## config.mk

```make
export PLATFORM = sky130hd
export DESIGN_NAME = dlp_ctrl
export DESIGN_NICKNAME = d
export VERILOG_FILES = /design/src/rtl/core/dlp_pkg.sv /design/src/rtl/core/dlp_ctrl.sv
export SDC_FILE = /design/constraint.sdc
export NUM_CORES = 1
export LEC_CHECK = 0
export ABC_AREA = 1
export BUFFER_PORTS_ARGS = -buffer_cell sky130_fd_sc_hd__clkbuf_2
export CAP_MARGIN = 20
export CORE_MARGIN = 2
export CORE_UTILIZATION = 30
export DETAILED_ROUTE_END_ITERATION = 7
export PLACE_DENSITY = 0.58
export SYNTH_ARGS = -nofsm -noshare
export SYNTH_HDL_FRONTEND = slang
export SYNTH_SLANG_ARGS = --single-unit
```

## constraint.sdc

```tcl
create_clock -name clock -period 1.1 [get_ports clock]
set_clock_uncertainty 0.05 [all_clocks]
set_input_delay 0.11 -clock clock [delete_from_list [all_inputs] [get_ports clock]]
set_output_delay 0.11 -clock clock [all_outputs]
set_load 0.1 [all_outputs]
```

## src/rtl/core/dlp_pkg.sv

```systemverilog
// shared constants, types and command/status bundles for the dag longest path block
`default_nettype none

package dlp_pkg;

   localparam int MAX_NODES   = 64;
   localparam int MAX_EDGES   = 256;
   localparam int WEIGHT_BITS = 16;

   // field widths of the stream words
   localparam int NODE_W  = 6;
   localparam int WIN_W   = 16;
   localparam int SUM_W   = 22;

   localparam int NODE_AW = (MAX_NODES > 1) ? $clog2(MAX_NODES) : 1;
   localparam int EDGE_AW = (MAX_EDGES > 1) ? $clog2(MAX_EDGES) : 1;
   localparam int CNT_W   = $clog2(MAX_EDGES + 1);
   localparam int LEN_W   = $clog2(MAX_NODES + 1);
   localparam int ADD_W   = ((WEIGHT_BITS > SUM_W) ? WEIGHT_BITS : SUM_W) + 1;

   localparam logic [SUM_W-1:0] SUM_MAX = '1;

   // request word layout
   localparam int REQ_FROM_LSB = 0;
   localparam int REQ_TO_LSB   = REQ_FROM_LSB + NODE_W;
   localparam int REQ_WT_LSB   = REQ_TO_LSB + NODE_W;
   localparam int REQ_SRC_LSB  = REQ_WT_LSB + WIN_W;
   localparam int REQ_SNK_LSB  = REQ_SRC_LSB + NODE_W;
   localparam int REQ_BITS     = REQ_SNK_LSB + NODE_W;
   localparam int REQ_DATA_W   = ((REQ_BITS + 7) / 8) * 8;

   // response word layout
   localparam int RSP_BITS     = NODE_W + SUM_W;
   localparam int RSP_DATA_W   = ((RSP_BITS + 7) / 8) * 8;
   localparam int RSP_USER_W   = 2;

   localparam logic MODE_LOAD = 1'b0;
   localparam logic MODE_RUN  = 1'b1;

   typedef enum logic [3:0] {
      ST_IDLE,
      ST_ERR,
      ST_NODE,
      ST_EDGE_RD,
      ST_BEST_RD,
      ST_RELAX,
      ST_NODE_END,
      ST_WALK_INIT,
      ST_WALK_RD,
      ST_WALK_WR,
      ST_OUT_RD,
      ST_OUT_WR
   } state_type;

   typedef struct packed {
      logic load;
      logic start;
      logic node_init;
      logic edge_rd;
      logic best_rd;
      logic relax;
      logic node_end;
      logic walk_init;
      logic walk_rd;
      logic walk_wr;
      logic out_rd;
      logic out_ld;
      logic err_ld;
   } cmd_type;

   typedef struct packed {
      logic req_run;
      logic run_bad;
      logic run_same;
      logic edges_empty;
      logic edge_last;
      logic node_last;
      logic cur_reached;
      logic walk_done;
      logic out_free;
      logic out_last;
   } stat_type;

endpackage

`default_nettype wire

```

## src/rtl/core/dlp_ctrl.sv

```systemverilog
// sequencer for edge loads, node relaxation, predecessor walk and path output
`default_nettype none

module dlp_ctrl (
   input  wire                    clock,
   input  wire                    reset,
   input  wire                    req_tvalid,
   output logic                   req_tready,
   input  wire dlp_pkg::stat_type stat,
   output dlp_pkg::cmd_type       cmd
);

   dlp_pkg::state_type state_ff, state_in;

   always_ff @(posedge clock) begin
      if (reset) begin
         state_ff <= dlp_pkg::ST_IDLE;
      end else begin
         state_ff <= state_in;
      end
   end

   // next state
   always_comb begin
      state_in = state_ff;
      case (state_ff)
         dlp_pkg::ST_IDLE: begin
            if (req_tvalid && stat.req_run) begin
               if (stat.run_bad) begin
                  state_in = dlp_pkg::ST_ERR;
               end else if (stat.run_same) begin
                  state_in = dlp_pkg::ST_WALK_INIT;
               end else begin
                  state_in = dlp_pkg::ST_NODE;
               end
            end
         end
         dlp_pkg::ST_ERR: begin
            if (stat.out_free) begin
               state_in = dlp_pkg::ST_IDLE;
            end
         end
         dlp_pkg::ST_NODE: begin
            state_in = stat.edges_empty ? dlp_pkg::ST_NODE_END : dlp_pkg::ST_EDGE_RD;
         end
         dlp_pkg::ST_EDGE_RD:   state_in = dlp_pkg::ST_BEST_RD;
         dlp_pkg::ST_BEST_RD:   state_in = dlp_pkg::ST_RELAX;
         dlp_pkg::ST_RELAX: begin
            state_in = stat.edge_last ? dlp_pkg::ST_NODE_END : dlp_pkg::ST_EDGE_RD;
         end
         dlp_pkg::ST_NODE_END: begin
            if (stat.node_last) begin
               state_in = stat.cur_reached ? dlp_pkg::ST_WALK_INIT : dlp_pkg::ST_ERR;
            end else begin
               state_in = dlp_pkg::ST_NODE;
            end
         end
         dlp_pkg::ST_WALK_INIT: state_in = dlp_pkg::ST_WALK_RD;
         dlp_pkg::ST_WALK_RD: begin
            state_in = stat.walk_done ? dlp_pkg::ST_OUT_RD : dlp_pkg::ST_WALK_WR;
         end
         dlp_pkg::ST_WALK_WR:   state_in = dlp_pkg::ST_WALK_RD;
         dlp_pkg::ST_OUT_RD:    state_in = dlp_pkg::ST_OUT_WR;
         dlp_pkg::ST_OUT_WR: begin
            if (stat.out_free) begin
               state_in = stat.out_last ? dlp_pkg::ST_IDLE : dlp_pkg::ST_OUT_RD;
            end
         end
         default: state_in = dlp_pkg::ST_IDLE;
      endcase
   end

   // commands
   always_comb begin
      cmd        = '0;
      req_tready = 1'b0;
      case (state_ff)
         dlp_pkg::ST_IDLE: begin
            req_tready = 1'b1;
            if (req_tvalid) begin
               cmd.load  = !stat.req_run;
               cmd.start = stat.req_run;
            end
         end
         dlp_pkg::ST_ERR:       cmd.err_ld    = stat.out_free;
         dlp_pkg::ST_NODE:      cmd.node_init = 1'b1;
         dlp_pkg::ST_EDGE_RD:   cmd.edge_rd   = 1'b1;
         dlp_pkg::ST_BEST_RD:   cmd.best_rd   = 1'b1;
         dlp_pkg::ST_RELAX:     cmd.relax     = 1'b1;
         dlp_pkg::ST_NODE_END:  cmd.node_end  = 1'b1;
         dlp_pkg::ST_WALK_INIT: cmd.walk_init = 1'b1;
         dlp_pkg::ST_WALK_RD:   cmd.walk_rd   = 1'b1;
         dlp_pkg::ST_WALK_WR:   cmd.walk_wr   = 1'b1;
         dlp_pkg::ST_OUT_RD:    cmd.out_rd    = 1'b1;
         dlp_pkg::ST_OUT_WR:    cmd.out_ld    = stat.out_free;
         default: cmd = '0;
      endcase
   end

endmodule

`default_nettype wire

```

==> impl_metrics.env <==
export IMPL_outcome="complete, but fails checks"
export IMPL_violations="negative setup slack"
export IMPL_start_util=0.321
export IMPL_critical_path_top_delay_family="simple AND/OR/NAND/NOR gates"
export IMPL_cts_tree="done"
export IMPL_drc=0
export IMPL_drive_gt1_frac=0.648
export IMPL_grt_pass1_wl_mm=2.97
export IMPL_io_buffer_count=26
export IMPL_synth_area_um2=484
export IMPL_p_seq_frac=0.108
export IMPL_reg_top3="state_ff: 4 flops"
export IMPL_p_int_uw=1090
export IMPL_switchingPower_uw=1240
export IMPL_critPathLaunchType="register"
export IMPL_worst_path_buf_inv=2
export IMPL_drtIter0Drc=15
export IMPL_power_leakage_uw=0.000566
export IMPL_ctsRootBufferMaster="clkbuf_4"
export IMPL_slew_headroom=0.800
export IMPL_syn_inst=93
export IMPL_clkLatencyLatePin_ns=0.24
export IMPL_syn_area_per_cell_um2=5.21
export IMPL_dp_cells=145
export IMPL_finalCritPeriodShare=1.30
export IMPL_dp_hpwl_mm=1.26
export IMPL_drv_slew=0
export IMPL_p_comb_frac=0.807
export IMPL_rsz0062_at_grt="yes"
export IMPL_place_congestion=0.813
export IMPL_rows=14
export IMPL_clock_fmax_ghz=0.701
export IMPL_grt_pass1_vias=755
export IMPL_swShare=0.532
export IMPL_die_h_um=44.2
export IMPL_largest_reg_flops=4
export IMPL_ant_nets=0
export IMPL_dpl_cell_area_um2=1030
export IMPL_crit_arrival_ns=1.27
export IMPL_core_um2=1510
export IMPL_nNetsFinal=159
export IMPL_power_density_nw_per_um2=1920
export IMPL_cp_common_cell="nor2_4"
export IMPL_tightest_slew_ns=0.299
export IMPL_yosysTopAreaCell="dfxtp_1"
export IMPL_ys_ff_latch=4
export IMPL_endpoint_kind="primary output"
export IMPL_setup_viol=18
export IMPL_worst_slack_ns=-0.326
export IMPL_synth_warnings=0
export IMPL_drv_cap=0
export IMPL_hold_viol_final=0
export IMPL_layout_cells_non_filler=161
export IMPL_die_width_um=44.2
export IMPL_top_register="state_ff"
export IMPL_detail_route_vias_per_cell=4.86
export IMPL_clock_path_buffers=2
export IMPL_syn_nets=106
export IMPL_ir_worst_vdd_uv=1600
export IMPL_yosysUniqueCellTypes=16
export IMPL_fin_area_um2=1210
export IMPL_path_cells="nor2_4, buf_6, nand2_4, nor2_4, buf_12"
export IMPL_clkSinkCount=4
export IMPL_critical_path_class="register to primary output"
export IMPL_synth_top_area_frac=0.165
export IMPL_overflow=0
export IMPL_yosysSeqAreaShare=0.165
export IMPL_grtUsageTotal=0.208
export IMPL_avgRoutedWirePerCell_um=11.7
export IMPL_crit_path_max_incr_delay_ns=0.35
export IMPL_synthTopCellsByArea="dfxtp_1 17%, nand2_1 16%, nor2_1 12%, nand3_1 10%, inv_1 10%"
export IMPL_antenna_diode_count=0
export IMPL_io_pins=27
export IMPL_antenna_found_initial=0
export IMPL_fin_crit_ns=1.43
export IMPL_die_area_um2=1950
export IMPL_drt_pass1_iter_count=4
export IMPL_grt_max_degree=7
export IMPL_slowest_stage="dfxtp_4"
export IMPL_numCtsBuffers=3
export IMPL_wirelength_mm=1.88
export IMPL_via_count=783
export IMPL_hold_class="input pin to register"
export IMPL_required_ns=0.94
export IMPL_pwr_share_clk=0.085
export IMPL_crit_fanout=3
export IMPL_areaGrowthSynthToFinish_pct=150
export IMPL_clk_pin_slew_ns=0.04
export IMPL_cts_max_level=1
==> routing by layer <==
| metal | vias to the layer above | track usage | wire length (um) |
|---|---|---|---|
| met2 | 36 | 0.368 | 999 |
| li1 | 390 | - | - |
| met5 | - | 0 | 0 |
| met4 | 0 | 0.139 | 59 |
| met1 | 349 | 0.214 | 716 |
| met3 | 8 | 0.0531 | 105 |
==> cells in the mapped netlist <==
cell,n
o211ai_1,1
a21oi_1,5
dfxtp_1,4
inv_1,13
nor2_1,15
nor2_4,2
clkinv_1,2
o21ai_1,1
o21ai_0,2
nand2_2,4
a21oi_2,1
nor2_2,5
nor3_1,1
inv_2,6
nand3_1,10
nand2_1,21
==> cell families (layout without fill, tap and decap cells) <==
logic type	Yosys count	after routing	share of synthesized area
AO/OA/AOI/OAI	10	10	0.116
buffers and inverters	21	73	0.163
flip-flops	4	4	0.165
AND/OR/NAND/NOR	58	58	0.556
==> worst reg2reg max path: stages (launching register included) <==
cell,delay (ns)
dfxtp_4,0.35
nor2_4,0.18
nand2_4,0.08
buf_4,0.15
a21oi_1,0.25
a21oi_4,0.07
o21ai_1,0.10
nor2_1,0.05
==> through the flow <==
step                      setup WS, ns  utilization  setup TNS [ns]  power (uW)  hold WS, ns
after floorplan                 -0.648            -           -4.10        1260        0.119
after global placement          -0.156        0.681           -1.25        1820        0.259
after detailed placement        -0.157        0.681           -1.43        1820        0.261
after CTS                       -0.354        0.779           -4.88        2230       0.0164
after global routing            -0.393        0.804           -6.41        2470       0.0230
final                           -0.326        0.804           -5.07        2330       0.0248
==> power by group through the flow <==
stage	Clock, uW	Combinational, uW	Sequential, uW
floorplan	0	1010	247
global placement	0	1570	247
detailed placement	0	1580	248
CTS	211	1770	249
global route	230	1990	256
finish	198	1880	252
==> repair_timing <==
| item | in CTS | in global routing |
|---|---|---|
| gates cloned | 0 | 0 |
| setup buffers | 9 | 3 |
| hold buffers | 0 | 0 |
| gates resized for setup | 16 | 4 |
| setup endpoints to repair | 18 | 18 |
| pin swaps | 15 | 5 |
==> cell usage in the layout, fill, tap and decap left out, types with 2 or more instances in the layout <==
cell type	Yosys	routed
inv_1	13	8
nand2_4	0	2
buf_12	0	14
nand2_2	4	7
buf_4	0	16
nand2_1	21	16
a21oi_1	5	4
dfxtp_4	0	4
nor2_1	15	7
o21ai_1	1	2
buf_6	0	6
clkinvlp_4	0	3
nor2_4	2	13
inv_2	6	6
nor2_2	5	2
nand3_1	10	10
inv_4	0	2
clkbuf_2	0	12
clkbuf_4	0	3
==> path summary, 6_finish.rpt <==
check	start	endpoint	slack, ns	cells after the start
max	state_ff[3]	cmd[0]	-0.33	5
min	reset	state_ff[0]	0.02	2
max reg2reg	state_ff[3]	state_ff[2]	-0.29	7
min reg2reg	state_ff[2]	state_ff[1]	0.60	3
==> final cells by class <==
cell class	count	area (um2)
Timing Repair Buffer	48	528
Multi-Input combinational cell	68	445
Fill cell	97	295
Clock buffer	4	26.3
Sequential cell	4	95.1
Inverter	21	96.3
Tap cell	16	20.0
(Power assumes the default switching activity.)
